## src/design/lsm_pkg.sv

```systemverilog
// ----------------------------------------------------------------------------
// Latency statistics monitor package
// Shared transaction types, command codes and controller/datapath interfaces.
// ----------------------------------------------------------------------------
package lsm_pkg;

	localparam int CMD_W   = 2;
	localparam int CHAN_W  = 2;
	localparam int TS_W    = 64;
	localparam int COUNT_W = 32;
	localparam int DIV_CNT_W = $clog2(TS_W);

	localparam logic [CMD_W-1:0] CMD_ENTER = 2'd0;
	localparam logic [CMD_W-1:0] CMD_EXIT  = 2'd1;
	localparam logic [CMD_W-1:0] CMD_CLEAR = 2'd2;

	typedef struct packed {
		logic [CMD_W-1:0]  command;
		logic [CHAN_W-1:0] channel;
		logic [TS_W-1:0]   timestamp;
	} item_t;

	typedef struct packed {
		logic [CHAN_W-1:0]  report_channel;
		logic               updated;
		logic [COUNT_W-1:0] event_count;
		logic [TS_W-1:0]    last_latency;
		logic [TS_W-1:0]    lowest_lat;
		logic [TS_W-1:0]    highest_lat;
		logic [TS_W-1:0]    mean_lat;
	} result_t;

	typedef struct packed {
		logic load_item;
		logic start_exit;
		logic mul_lo;
		logic mul_hi;
		logic sum_lo;
		logic sum_hi;
		logic div_step;
		logic apply;
		logic load_out;
	} ctrl_cmd_t;

	typedef struct packed {
		logic measure;
		logic div_last;
	} dp_status_t;

endpackage

```

## src/design/lsm_ctrl.sv

```systemverilog
// ----------------------------------------------------------------------------
// Latency statistics monitor controller
// Sequences one transaction at a time through decode, the average update
// (two partial products, a wide sum, a bit-serial division) and the result.
// ----------------------------------------------------------------------------
module lsm_ctrl (
	input  logic              clk,
	input  logic              arst_n,
	input  logic              item_valid,
	output logic              item_ready,
	output logic              result_valid,
	input  logic              result_ready,
	input  lsm_pkg::dp_status_t status,
	output lsm_pkg::ctrl_cmd_t  cmd
);
	import lsm_pkg::*;

	localparam logic [3:0] S_IDLE   = 4'd0;
	localparam logic [3:0] S_DECIDE = 4'd1;
	localparam logic [3:0] S_MUL_LO = 4'd2;
	localparam logic [3:0] S_MUL_HI = 4'd3;
	localparam logic [3:0] S_SUM_LO = 4'd4;
	localparam logic [3:0] S_SUM_HI = 4'd5;
	localparam logic [3:0] S_DIV    = 4'd6;
	localparam logic [3:0] S_APPLY  = 4'd7;
	localparam logic [3:0] S_RESULT = 4'd8;

	logic [3:0] state_q;
	logic [3:0] state_next;
	logic       out_valid_q;
	logic       slot_free;

	assign item_ready   = (state_q == S_IDLE);
	assign result_valid = out_valid_q;
	assign slot_free    = !out_valid_q || result_ready;

	always_comb begin
		cmd        = '0;
		state_next = state_q;
		unique case (state_q)
			S_IDLE: begin
				if (item_valid) begin
					cmd.load_item = 1'b1;
					state_next    = S_DECIDE;
				end
			end
			S_DECIDE: begin
				if (status.measure) begin
					cmd.start_exit = 1'b1;
					state_next     = S_MUL_LO;
				end else begin
					state_next = S_APPLY;
				end
			end
			S_MUL_LO: begin
				cmd.mul_lo = 1'b1;
				state_next = S_MUL_HI;
			end
			S_MUL_HI: begin
				cmd.mul_hi = 1'b1;
				state_next = S_SUM_LO;
			end
			S_SUM_LO: begin
				cmd.sum_lo = 1'b1;
				state_next = S_SUM_HI;
			end
			S_SUM_HI: begin
				cmd.sum_hi = 1'b1;
				state_next = S_DIV;
			end
			S_DIV: begin
				cmd.div_step = 1'b1;
				if (status.div_last) begin
					state_next = S_APPLY;
				end
			end
			S_APPLY: begin
				cmd.apply  = 1'b1;
				state_next = S_RESULT;
			end
			S_RESULT: begin
				if (slot_free) begin
					cmd.load_out = 1'b1;
					state_next   = S_IDLE;
				end
			end
			default: begin
				state_next = S_IDLE;
			end
		endcase
	end

	always_ff @(posedge clk or negedge arst_n) begin
		if (!arst_n) begin
			state_q     <= S_IDLE;
			out_valid_q <= 1'b0;
		end else begin
			state_q <= state_next;
			if (cmd.load_out) begin
				out_valid_q <= 1'b1;
			end else if (result_ready) begin
				out_valid_q <= 1'b0;
			end
		end
	end

endmodule

```

## config.mk

```make
export PLATFORM = sky130hd
export DESIGN_NAME = lsm_ctrl
export DESIGN_NICKNAME = d
export VERILOG_FILES = /design/src/design/lsm_pkg.sv /design/src/design/lsm_ctrl.sv
export SDC_FILE = /design/constraint.sdc
export NUM_CORES = 1
export LEC_CHECK = 0
export BUFFER_PORTS_ARGS = -buffer_cell sky130_fd_sc_hd__buf_2
export CORE_AREA = 2 2 39 41
export DETAILED_ROUTE_END_ITERATION = 6
export DIE_AREA = 0 0 41 43
export PLACE_DENSITY_LB_ADDON = 0.3
export SLEW_MARGIN = 20
export SYNTH_ARGS = -nofsm -noshare
export SYNTH_HDL_FRONTEND = slang
export SYNTH_SLANG_ARGS = --single-unit
```

## constraint.sdc

```tcl
create_clock -name clk -period 2.3 [get_ports clk]
set_input_delay 0.23 -clock clk [delete_from_list [all_inputs] [get_ports clk]]
set_output_delay 0.23 -clock clk [all_outputs]
set_load 0.05 [all_outputs]
```

==> run_summary.xml, run 1 <==
<?xml version="1.0" encoding="UTF-8"?>
<metrics>
  <group name="detailed_routing">
    <metric name="drt_pass1_iterations" unit="">4</metric>
    <metric name="drc" unit="">0</metric>
    <metric name="ant_nets" unit="">0</metric>
    <metric name="viasPerCell" unit="">4.48</metric>
    <metric name="vias" unit="">327</metric>
    <metric name="detailedRoute.firstIterationViolations" unit="">4</metric>
    <metric name="drt_wl_total" unit="microns">793</metric>
    <metric name="average_wire_per_standard_cell" unit="microns">10.9</metric>
  </group>
  <group name="clock_network">
    <metric name="clock_tree.htree_level_count" unit="">1</metric>
    <metric name="clk_path_buf_depth" unit="">2</metric>
    <metric name="tritoncts" unit="">done</metric>
    <metric name="clock_tree.root_cell" unit="">clkbuf_4</metric>
    <metric name="postCtsSetupBuffers" unit="">0</metric>
    <metric name="cts_repair_resize_count" unit="">0</metric>
    <metric name="clkSinkCount" unit="">5</metric>
    <metric name="cts-hold-fix-buffers" unit="">1</metric>
    <metric name="clk_pin_slew" unit="ns">0.05</metric>
    <metric name="clkLatencyLatePin" unit="ns">0.25</metric>
    <metric name="cts-buffers-inserted" unit="">3</metric>
  </group>
  <group name="synth">
    <metric name="ys_ff_latch" unit="">5</metric>
    <metric name="netlist_cell_types" unit="">18</metric>
    <metric name="synth-seq-area-share" unit="%">38.8</metric>
    <metric name="syn-num-nets" unit="">46</metric>
    <metric name="synth.cell_area" unit="sq um">323</metric>
    <metric name="syn_area_per_cell" unit="sq um">8.07</metric>
    <metric name="post_synth_inst_count" unit="">40</metric>
    <metric name="yosysWarningCount" unit="">0</metric>
  </group>
  <group name="timing">
    <metric name="rsz0062_at_grt" unit="">no</metric>
    <metric name="timing.clock.skew" unit="ns">0.00415</metric>
    <metric name="timing.fmax" unit="MHz">519</metric>
    <metric name="maxSlewHeadroom" unit="%">78.6</metric>
    <metric name="setup_total_negative_slack" unit="ns">0</metric>
    <metric name="timing.final.setup_violations" unit="">0</metric>
    <metric name="final_hold_viol_count" unit="">0</metric>
    <metric name="timing.final.crit_period" unit="ns">1.93</metric>
    <metric name="worst_pin_slew" unit="ns">0.320</metric>
    <metric name="minimum_hold_slack" unit="ns">0.203</metric>
    <metric name="finalCritPeriodShare" unit="%">83.8</metric>
    <metric name="maxSlewViolCount" unit="">0</metric>
    <metric name="final.setup.worst_slack" unit="ns">0.371</metric>
  </group>
  <group name="critical_path">
    <metric name="ff2ff_setup_slack" unit="ns">1.03</metric>
    <metric name="critical_path.endpoint_type" unit="">output pin</metric>
    <metric name="crit_arrival" unit="ns">1.70</metric>
    <metric name="r2r.worst_path.cells" unit="">2</metric>
    <metric name="criticalPathCategory" unit="">flop to output pin</metric>
    <metric name="critPathMaxFanout" unit="">10</metric>
    <metric name="r2r_end" unit="">state_q[3]$_DFFE_PN0P_</metric>
    <metric name="worstReg2RegStart" unit="">state_q[2]$_DFFE_PN0P_</metric>
    <metric name="critPathRequiredTime" unit="ns">2.07</metric>
    <metric name="startpoint_type" unit="">flop</metric>
  </group>
  <group name="status">
    <metric name="outcome" unit="">completed</metric>
  </group>
  <group name="worst_hold_path">
    <metric name="timing.hold.worst_path_depth" unit="">2</metric>
    <metric name="holdCritStartpoint" unit="">status[1]</metric>
    <metric name="min_path_type" unit="">primary input to flop</metric>
    <metric name="worst_hold_path.endpoint" unit="">state_q[0]$_DFFE_PN0P_</metric>
  </group>
  <group name="grt">
    <metric name="grt_overflow" unit="">0</metric>
    <metric name="antenna_found_initial" unit="">0</metric>
    <metric name="via_count_of_the_first_global_routing_pass" unit="">296</metric>
    <metric name="grt_max_degree" unit="">11</metric>
    <metric name="grt_first_pass_wirelength" unit="microns">1260</metric>
    <metric name="grt.total_usage" unit="%">11.2</metric>
  </group>
  <group name="floorplan">
    <metric name="row_count" unit="">14</metric>
    <metric name="die_w" unit="microns">41</metric>
    <metric name="io_pins" unit="">17</metric>
    <metric name="core_region_area" unit="sq um">1380</metric>
    <metric name="dieArea" unit="sq um">1760</metric>
    <metric name="die-height" unit="microns">43</metric>
    <metric name="initial_core_utilization" unit="%">23.3</metric>
  </group>
  <group name="place">
    <metric name="globalplace.congestion" unit="">0.716</metric>
    <metric name="preCtsSetupSlack" unit="ns">0.638</metric>
    <metric name="portBuffers" unit="">16</metric>
  </group>
  <group name="cells_and_area">
    <metric name="area_growth_from_synthesis_to_layout" unit="%">36.0</metric>
    <metric name="final_layout_size_suffix_gt1_share" unit="%">36.8</metric>
    <metric name="final_nets" unit="">64</metric>
    <metric name="antenna-diode-count" unit="">0</metric>
    <metric name="layout.core_utilization" unit="%">31.7</metric>
  </group>
  <group name="run">
    <metric name="maxCapViolations" unit="">0</metric>
  </group>
</metrics>
## how the worst max path moves through the flow
stage / start / to / slack, ns / cells after the start
2_1_floorplan: state_q[3]$_DFFE_PN0P_ / cmd[8] / 0.02 / 3
4_1_cts: state_q[2]$_DFFE_PN0P_ / cmd[0] / 0.38 / 3
5_1_grt: state_q[2]$_DFFE_PN0P_ / cmd[0] / 0.29 / 3
6_report: state_q[2]$_DFFE_PN0P_ / cmd[0] / 0.37 / 3
3_3_place_gp: state_q[2]$_DFFE_PN0P_ / cmd[0] / 0.67 / 3
3_5_place_dp: state_q[2]$_DFFE_PN0P_ / cmd[0] / 0.64 / 3
## layer usage
layer  part of all wire, %  vias to the layer above  global-route usage (%)
met3                   5.7                        4                    1.57
met5                     0                        -                       0
met4                   3.8                        0                    12.0
met2                    42                       13                    12.8
li1                      -                      168                       -
met1                    49                      142                    16.0
## layout by cell type (no fill, tap or decap)
| master | netlist | layout |
|---|---|---|
| dlygate4sd3_1 | 0 | 1 |
| nand2_1 | 5 | 5 |
| or2b_1 | 2 | 2 |
| nor2b_1 | 2 | 2 |
| nand2b_1 | 3 | 3 |
| nor2_1 | 5 | 5 |
| buf_2 | 2 | 16 |
| and2_1 | 1 | 1 |
| nor3_1 | 4 | 4 |
| nand3b_1 | 1 | 1 |
| dfrtp_1 | 5 | 5 |
| o21ai_0 | 1 | 1 |
| clkbuf_1 | 0 | 1 |
| o22ai_1 | 2 | 2 |
| a21oi_1 | 2 | 2 |
| clkbuf_4 | 0 | 3 |
| and3_1 | 1 | 1 |
| or4b_4 | 1 | 1 |
| nor4_2 | 0 | 1 |
## through the flow
stage	cells	area [sq um]
finish	73	439
global route	73	439
CTS	73	439
detailed placement	68	403
global placement	68	403
floorplan	40	329
## registers in the layout, summed over array words and instances, names as in the netlist
| name | cells |
|---|---|
| result_valid | 1 |
| state_q | 4 |
## layout make-up
class                           count  area [sq um]
Fill cell                         150           945
Multi-Input combinational cell     31           178
Sequential cell                     5           125
Timing Repair Buffer               17          90.1
Clock buffer                        4          26.3
Tap cell                           16          20.0
## cells in the mapped netlist
master / number / area [sq um]
a21oi_1: 2 / 10.0
and2_1: 1 / 6.26
and3_1: 1 / 6.26
buf_2: 2 / 10.0
buf_6: 1 / 11.3
clkbuf_2: 1 / 5.00
dfrtp_1: 5 / 125
nand2_1: 5 / 18.8
nand2b_1: 3 / 18.8
nand3b_1: 1 / 7.51
nor2_1: 5 / 18.8
nor2b_1: 2 / 12.5
nor3_1: 4 / 20.0
nor4_1: 1 / 6.26
o21ai_0: 1 / 5.00
o22ai_1: 2 / 12.5
or2b_1: 2 / 15.0
or4b_4: 1 / 13.8
## cells by family after synthesis
logic type      synth area share (%)
buf+inv                         8.14
compound gates                  8.53
simple gates                    44.6
flops                           38.8
## critical path: stages (launching register included)
cell	delay, ns
dfrtp_1	0.49
or4b_4	0.59
nor2b_1	0.11
buf_2	0.26
Power of run 1 is not shown: default switching activity piles up to over one toggle a cycle in this logic, so the estimate is an artifact.
==> inputs of run 2 (changes only) <==
- clock period: 2.3 -> 1.7 ns (I/O delays scaled with it)
==> run 2 against run 1 <==
Clock skew down 0.0023 ns; sequential share of layout area down 3.9 points; wire length up 2.6%; die area unchanged; critical endpoint unchanged; largest cell class unchanged.
==> run_summary.xml, run 2 (same netlist as run 1, synthesis figures left out) <==
<?xml version="1.0" encoding="UTF-8"?>
<metrics>
  <group name="status">
    <metric name="outcome" unit="">completed</metric>
  </group>
  <group name="detailed_routing">
    <metric name="drt_wl_total" unit="microns">814</metric>
    <metric name="average_wire_per_standard_cell" unit="microns">10.6</metric>
    <metric name="detailedRoute.firstIterationViolations" unit="">2</metric>
    <metric name="vias" unit="">363</metric>
    <metric name="drt_pass1_iterations" unit="">4</metric>
    <metric name="ant_nets" unit="">0</metric>
    <metric name="drc" unit="">0</metric>
    <metric name="viasPerCell" unit="">4.71</metric>
  </group>
  <group name="clock_network">
    <metric name="clock_tree.root_cell" unit="">clkbuf_4</metric>
    <metric name="clk_path_buf_depth" unit="">2</metric>
    <metric name="clkSinkCount" unit="">5</metric>
    <metric name="clk_pin_slew" unit="ns">0.04</metric>
    <metric name="tritoncts" unit="">done</metric>
    <metric name="clkLatencyLatePin" unit="ns">0.23</metric>
    <metric name="clock_tree.htree_level_count" unit="">1</metric>
    <metric name="cts-buffers-inserted" unit="">3</metric>
  </group>
  <group name="place">
    <metric name="detailed_place.area" unit="sq um">454</metric>
    <metric name="placed_cells" unit="">72</metric>
    <metric name="globalplace.congestion" unit="">0.705</metric>
    <metric name="dp_hpwl" unit="microns">637</metric>
    <metric name="portBuffers" unit="">16</metric>
  </group>
  <group name="timing">
    <metric name="maxSlewViolCount" unit="">0</metric>
    <metric name="maxSlewHeadroom" unit="%">83.1</metric>
    <metric name="timing.final.setup_violations" unit="">0</metric>
    <metric name="final_hold_viol_count" unit="">0</metric>
    <metric name="rsz0062_at_grt" unit="">no</metric>
    <metric name="worst_pin_slew" unit="ns">0.255</metric>
    <metric name="timing.final.crit_period" unit="ns">1.64</metric>
    <metric name="timing.fmax" unit="MHz">611</metric>
    <metric name="minimum_hold_slack" unit="ns">0.160</metric>
    <metric name="timing.clock.skew" unit="ns">0.00186</metric>
    <metric name="finalCritPeriodShare" unit="%">96.2</metric>
  </group>
  <group name="critical_path">
    <metric name="crit_arrival" unit="ns">1.47</metric>
    <metric name="critical_path.endpoint_type" unit="">output pin</metric>
    <metric name="worstPathCellList" unit="">or4b_4 &gt; nor2b_4 &gt; buf_6</metric>
    <metric name="crit_path_max_incr_delay" unit="ns">0.57</metric>
    <metric name="slowest_stage" unit="">or4b_4</metric>
    <metric name="startpoint_type" unit="">flop</metric>
    <metric name="critPathRequiredTime" unit="ns">1.53</metric>
    <metric name="critPathMaxFanout" unit="">3</metric>
    <metric name="critical_path_buf_inv_count" unit="">1</metric>
    <metric name="cpLargestDelayFamily" unit="">simple AND/OR/NAND/NOR gates</metric>
    <metric name="criticalPathCategory" unit="">flop to output pin</metric>
  </group>
  <group name="cells_and_area">
    <metric name="largest_register_ff_count" unit="">4</metric>
    <metric name="final_nets" unit="">68</metric>
    <metric name="layout.cells.most_common_list" unit="">buf_2, clkbuf_4, nor2_1, nand2_1, buf_4</metric>
    <metric name="area_growth_from_synthesis_to_layout" unit="%">58.9</metric>
    <metric name="final_layout_size_suffix_gt1_share" unit="%">47.5</metric>
    <metric name="count_of_filler_cells_inserted_in_the_layout" unit="">149</metric>
    <metric name="number_of_cells_in_the_finished_layout_apart_from_fillers" unit="">77</metric>
    <metric name="registers.top_by_ff_count" unit="">state_q</metric>
    <metric name="layout_commonest_cell" unit="">buf_2</metric>
    <metric name="antenna-diode-count" unit="">0</metric>
    <metric name="stdcell_area" unit="sq um">513</metric>
    <metric name="layout.core_utilization" unit="%">37.1</metric>
  </group>
  <group name="floorplan">
    <metric name="die_w" unit="microns">41</metric>
    <metric name="die-height" unit="microns">43</metric>
    <metric name="initial_core_utilization" unit="%">23.3</metric>
    <metric name="dieArea" unit="sq um">1760</metric>
    <metric name="io_pins" unit="">17</metric>
    <metric name="core_region_area" unit="sq um">1380</metric>
    <metric name="row_count" unit="">14</metric>
  </group>
  <group name="grt">
    <metric name="grt_max_degree" unit="">10</metric>
    <metric name="grt_first_pass_wirelength" unit="microns">1190</metric>
    <metric name="antenna_found_initial" unit="">0</metric>
    <metric name="grt.total_usage" unit="%">10.6</metric>
    <metric name="grt_overflow" unit="">0</metric>
    <metric name="via_count_of_the_first_global_routing_pass" unit="">301</metric>
  </group>
  <group name="pwr">
    <metric name="total_leakage_power" unit="nW">0.263</metric>
    <metric name="design_power_total" unit="mW">1.15</metric>
    <metric name="pwr_density_cell" unit="nW/um^2">2240</metric>
    <metric name="peakVddDrop" unit="mV">0.785</metric>
  </group>
  <group name="run">
    <metric name="maxCapViolations" unit="">0</metric>
  </group>
  <group name="worst_hold_path">
    <metric name="min_path_type" unit="">primary input to flop</metric>
  </group>
</metrics>
## run 2: changes by cell type in the layout (fill, tap and decap cells not counted), sizes merged
cell    change
clkbuf      +3
buf         +1
## run 2: through the flow
step                setup slack, ns  setup TNS, ns
finish                       0.0646              0
global route                0.00390              0
CTS                          0.0250              0
detailed placement            0.228              0
global placement              0.245              0
floorplan                    -0.188         -0.321
## run 2: timing repair
item	CTS	global route
buffers inserted	0	0
hold buffers	1	0
setup endpoints to repair	2	5
hold endpoints to repair	5	0
resized for setup	2	6
## run 2: path summary, 6_finish.rpt
check	start	endpoint	slack [ns]	depth (start not counted)
min in group asynchronous	arst_n	state_q[3]$_DFFE_PN0P_	0.28	2
worst max register to register	state_q[2]$_DFFE_PN0P_	state_q[3]$_DFFE_PN0P_	0.52	2
worst min register to register	state_q[3]$_DFFE_PN0P_	state_q[1]$_DFFE_PN0P_	0.51	1
max in group asynchronous	arst_n	state_q[3]$_DFFE_PN0P_	1.27	2
worst min-delay path	status[1]	state_q[0]$_DFFE_PN0P_	0.16	2
worst max-delay path	state_q[2]$_DFFE_PN0P_	cmd[0]	0.06	3
## run 2: power breakdown
group	internal (mW)	switching, mW	total (mW)
registers	0.170	0.0330	0.203
clock network	0.0885	0.0449	0.133
logic	0.261	0.553	0.814
## run 2: layer usage
| layer | up-vias | wire [microns] | share of wire, % | track usage [%] |
|---|---|---|---|---|
| met5 | - | 0 | 0 | 0 |
| met4 | 0 | 22 | 2.7 | 10.0 |
| met3 | 2 | 64 | 7.9 | 3.66 |
| met2 | 18 | 368 | 45 | 13.4 |
| met1 | 163 | 358 | 44 | 12.9 |
| li1 | 180 | - | - | - |
## run 2: final cells by class
class / count / area, sq um / area share [%]
clock buffers: 4 / 26.3 / 5.12
multi-input cells: 31 / 204 / 39.8
flip-flops and latches: 5 / 126 / 24.6
well taps: 16 / 20.0 / 3.90
repair buffers: 21 / 136 / 26.6
Power figures use the tool's default switching activity.
==> inputs of run 3 (changes only) <==
- PLACE_DENSITY: not set -> 0.48
- PLACE_DENSITY_LB_ADDON: 0.3 -> not set
==> run 3 against run 2 <==
Wire length increased by 3.3%; fmax decreased by 0.53%; combinational power increased by 2%; die area unchanged; non-clock buffer count increased by 1; setup slack got worse by 0.0088 ns; register-to-register slack improved by 0.03 ns; flip-flop and latch count unchanged; clock skew increased by 0.0040 ns; critical path type unchanged; largest cell class unchanged; highest routed layer is now met3.
==> run_summary.xml, run 3 (same netlist as run 1, synthesis figures left out) <==
<?xml version="1.0" encoding="UTF-8"?>
<metrics>
  <group name="place">
    <metric name="portBuffers" unit="">16</metric>
    <metric name="globalplace.congestion" unit="">0.683</metric>
    <metric name="dp_hpwl" unit="microns">609</metric>
    <metric name="placed_cells" unit="">72</metric>
  </group>
  <group name="timing">
    <metric name="worst_pin_slew" unit="ns">0.249</metric>
    <metric name="timing.final.setup_violations" unit="">0</metric>
    <metric name="timing.clock.skew" unit="ns">0.00583</metric>
    <metric name="final_hold_viol_count" unit="">0</metric>
    <metric name="timing.final.crit_period" unit="ns">1.64</metric>
    <metric name="maxSlewHeadroom" unit="%">83.5</metric>
    <metric name="rsz0062_at_grt" unit="">no</metric>
    <metric name="timing.fmax" unit="MHz">608</metric>
    <metric name="finalCritPeriodShare" unit="%">96.7</metric>
    <metric name="maxSlewViolCount" unit="">0</metric>
  </group>
  <group name="pwr">
    <metric name="power_frac_clock" unit="%">11.8</metric>
    <metric name="power_frac_seq" unit="%">17.2</metric>
    <metric name="pwr-share-comb" unit="%">70.9</metric>
    <metric name="power_internal" unit="uW">532</metric>
    <metric name="pwr_density_cell" unit="nW/um^2">2280</metric>
    <metric name="power.switching_fraction" unit="%">54.7</metric>
    <metric name="total_leakage_power" unit="nW">0.262</metric>
    <metric name="peakVddDrop" unit="mV">0.953</metric>
    <metric name="power.net_switching" unit="uW">643</metric>
  </group>
  <group name="clock_network">
    <metric name="clk_path_buf_depth" unit="">2</metric>
    <metric name="clock_tree.htree_level_count" unit="">1</metric>
    <metric name="tritoncts" unit="">done</metric>
    <metric name="cts-buffers-inserted" unit="">3</metric>
    <metric name="clk_pin_slew" unit="ns">0.05</metric>
    <metric name="clkSinkCount" unit="">5</metric>
    <metric name="clock_tree.root_cell" unit="">clkbuf_4</metric>
    <metric name="clkLatencyLatePin" unit="ns">0.24</metric>
  </group>
  <group name="cells_and_area">
    <metric name="area_growth_from_synthesis_to_layout" unit="%">59.7</metric>
    <metric name="layout_commonest_cell" unit="">buf_2</metric>
    <metric name="final_layout_size_suffix_gt1_share" unit="%">48.4</metric>
    <metric name="antenna-diode-count" unit="">0</metric>
    <metric name="regArea" unit="sq um">126</metric>
    <metric name="largest_register_ff_count" unit="">4</metric>
    <metric name="registers.top_by_ff_count" unit="">state_q</metric>
    <metric name="layout.core_utilization" unit="%">37.3</metric>
    <metric name="count_of_filler_cells_inserted_in_the_layout" unit="">156</metric>
    <metric name="number_of_cells_in_the_finished_layout_apart_from_fillers" unit="">78</metric>
    <metric name="final_nets" unit="">69</metric>
    <metric name="multiInputGateArea" unit="sq um">199</metric>
    <metric name="layout.cells.most_common_list" unit="">buf_2, buf_4, nor2_1, nand2_1, clkbuf_4</metric>
  </group>
  <group name="detailed_routing">
    <metric name="viasPerCell" unit="">4.54</metric>
    <metric name="detailedRoute.firstIterationViolations" unit="">2</metric>
    <metric name="drt_wl_total" unit="microns">841</metric>
    <metric name="ant_nets" unit="">0</metric>
    <metric name="drc" unit="">0</metric>
    <metric name="vias" unit="">354</metric>
    <metric name="drt_pass1_iterations" unit="">4</metric>
    <metric name="average_wire_per_standard_cell" unit="microns">10.8</metric>
  </group>
  <group name="floorplan">
    <metric name="initial_core_utilization" unit="%">23.3</metric>
    <metric name="die-height" unit="microns">43</metric>
    <metric name="die_w" unit="microns">41</metric>
    <metric name="row_count" unit="">14</metric>
    <metric name="core_region_area" unit="sq um">1380</metric>
    <metric name="io_pins" unit="">17</metric>
    <metric name="dieArea" unit="sq um">1760</metric>
  </group>
  <group name="run">
    <metric name="maxCapViolations" unit="">0</metric>
  </group>
  <group name="grt">
    <metric name="grt_first_pass_wirelength" unit="microns">1330</metric>
    <metric name="grt.total_usage" unit="%">11.5</metric>
    <metric name="antenna_found_initial" unit="">0</metric>
    <metric name="grt_overflow" unit="">0</metric>
    <metric name="grt_max_degree" unit="">10</metric>
    <metric name="via_count_of_the_first_global_routing_pass" unit="">293</metric>
  </group>
  <group name="worst_hold_path">
    <metric name="min_path_type" unit="">primary input to flop</metric>
  </group>
  <group name="critical_path">
    <metric name="critPathMaxFanout" unit="">3</metric>
    <metric name="criticalPathCategory" unit="">flop to output pin</metric>
    <metric name="critical_path.endpoint_type" unit="">output pin</metric>
    <metric name="critPathRequiredTime" unit="ns">1.53</metric>
    <metric name="startpoint_type" unit="">flop</metric>
    <metric name="crit_arrival" unit="ns">1.47</metric>
  </group>
  <group name="status">
    <metric name="outcome" unit="">completed</metric>
  </group>
</metrics>
## run 3: changes by cell type in the layout (fill, tap and decap cells not counted), sizes merged
cell	delta
clkbuf	-1
buf	+2
## run 3: what timing repair did
| action | 4_1_cts | 5_1_grt |
|---|---|---|
| setup buffers | 0 | 1 |
| hold endpoints to repair | 5 | 0 |
| gates resized for setup | 2 | 7 |
| hold buffers | 1 | 0 |
| setup endpoints to repair | 1 | 5 |
## run 3: worst paths after layout
kind / start / endpoint / slack, ns / cells after the start
max: state_q[2]$_DFFE_PN0P_ / cmd[0] / 0.06 / 3
max in group asynchronous: arst_n / state_q[3]$_DFFE_PN0P_ / 1.28 / 2
min reg2reg: result_valid$_DFFE_PN0P_ / result_valid$_DFFE_PN0P_ / 0.51 / 2
max reg2reg: state_q[2]$_DFFE_PN0P_ / state_q[3]$_DFFE_PN0P_ / 0.55 / 2
min: status[1] / state_q[0]$_DFFE_PN0P_ / 0.16 / 2
min in group asynchronous: arst_n / result_valid$_DFFE_PN0P_ / 0.27 / 2
## run 3: layer usage
metal | wire [microns] | part of all wire, % | global-route usage (%) | vias to the layer above
met1 | 378 | 45 | 17.0 | 159
met2 | 382 | 45 | 12.8 | 15
li1 | - | - | - | 180
met4 | 0 | 0 | 2.00 | 0
met5 | 0 | 0 | 0 | -
met3 | 80 | 9.5 | 9.42 | 0
## run 3: metrics by stage
step | TNS [ns] | power (mW) | cell area, sq um | setup slack [ns] | hold WS, ns
final | 0 | 1.17 | 515 | 0.0558 | 0.164
after CTS | 0 | 1.15 | 494 | 0.0345 | 0.158
after detailed placement | 0 | 0.999 | 454 | 0.196 | -0.00476
after global routing | 0 | 1.27 | 515 | 0.00108 | 0.157
after floorplan | -0.321 | 0.841 | 350 | -0.188 | -0.126
after global placement | 0 | 1.00 | 454 | 0.199 | -0.00845
## run 3: critical path: stages, from the launching register on
cell and delay [ns]:
dfrtp_1 0.37, or4b_4 0.55, nor2b_2 0.11, buf_4 0.19
## run 3: layout make-up
class                           count  share of cell area [%]
Multi-Input combinational cell     31                    38.6
Sequential cell                     5                    24.5
Clock buffer                        4                    5.10
Tap cell                           16                    3.88
Timing Repair Buffer               22                    27.9
## run 3: power groups by stage
stage | Clock (mW) | Sequential (mW) | Combinational, mW
2_1_floorplan | 0 | 0.195 | 0.646
3_3_place_gp | 0 | 0.205 | 0.799
3_5_place_dp | 0 | 0.205 | 0.794
4_1_cts | 0.147 | 0.206 | 0.800
5_1_grt | 0.163 | 0.210 | 0.896
6_report | 0.139 | 0.203 | 0.833
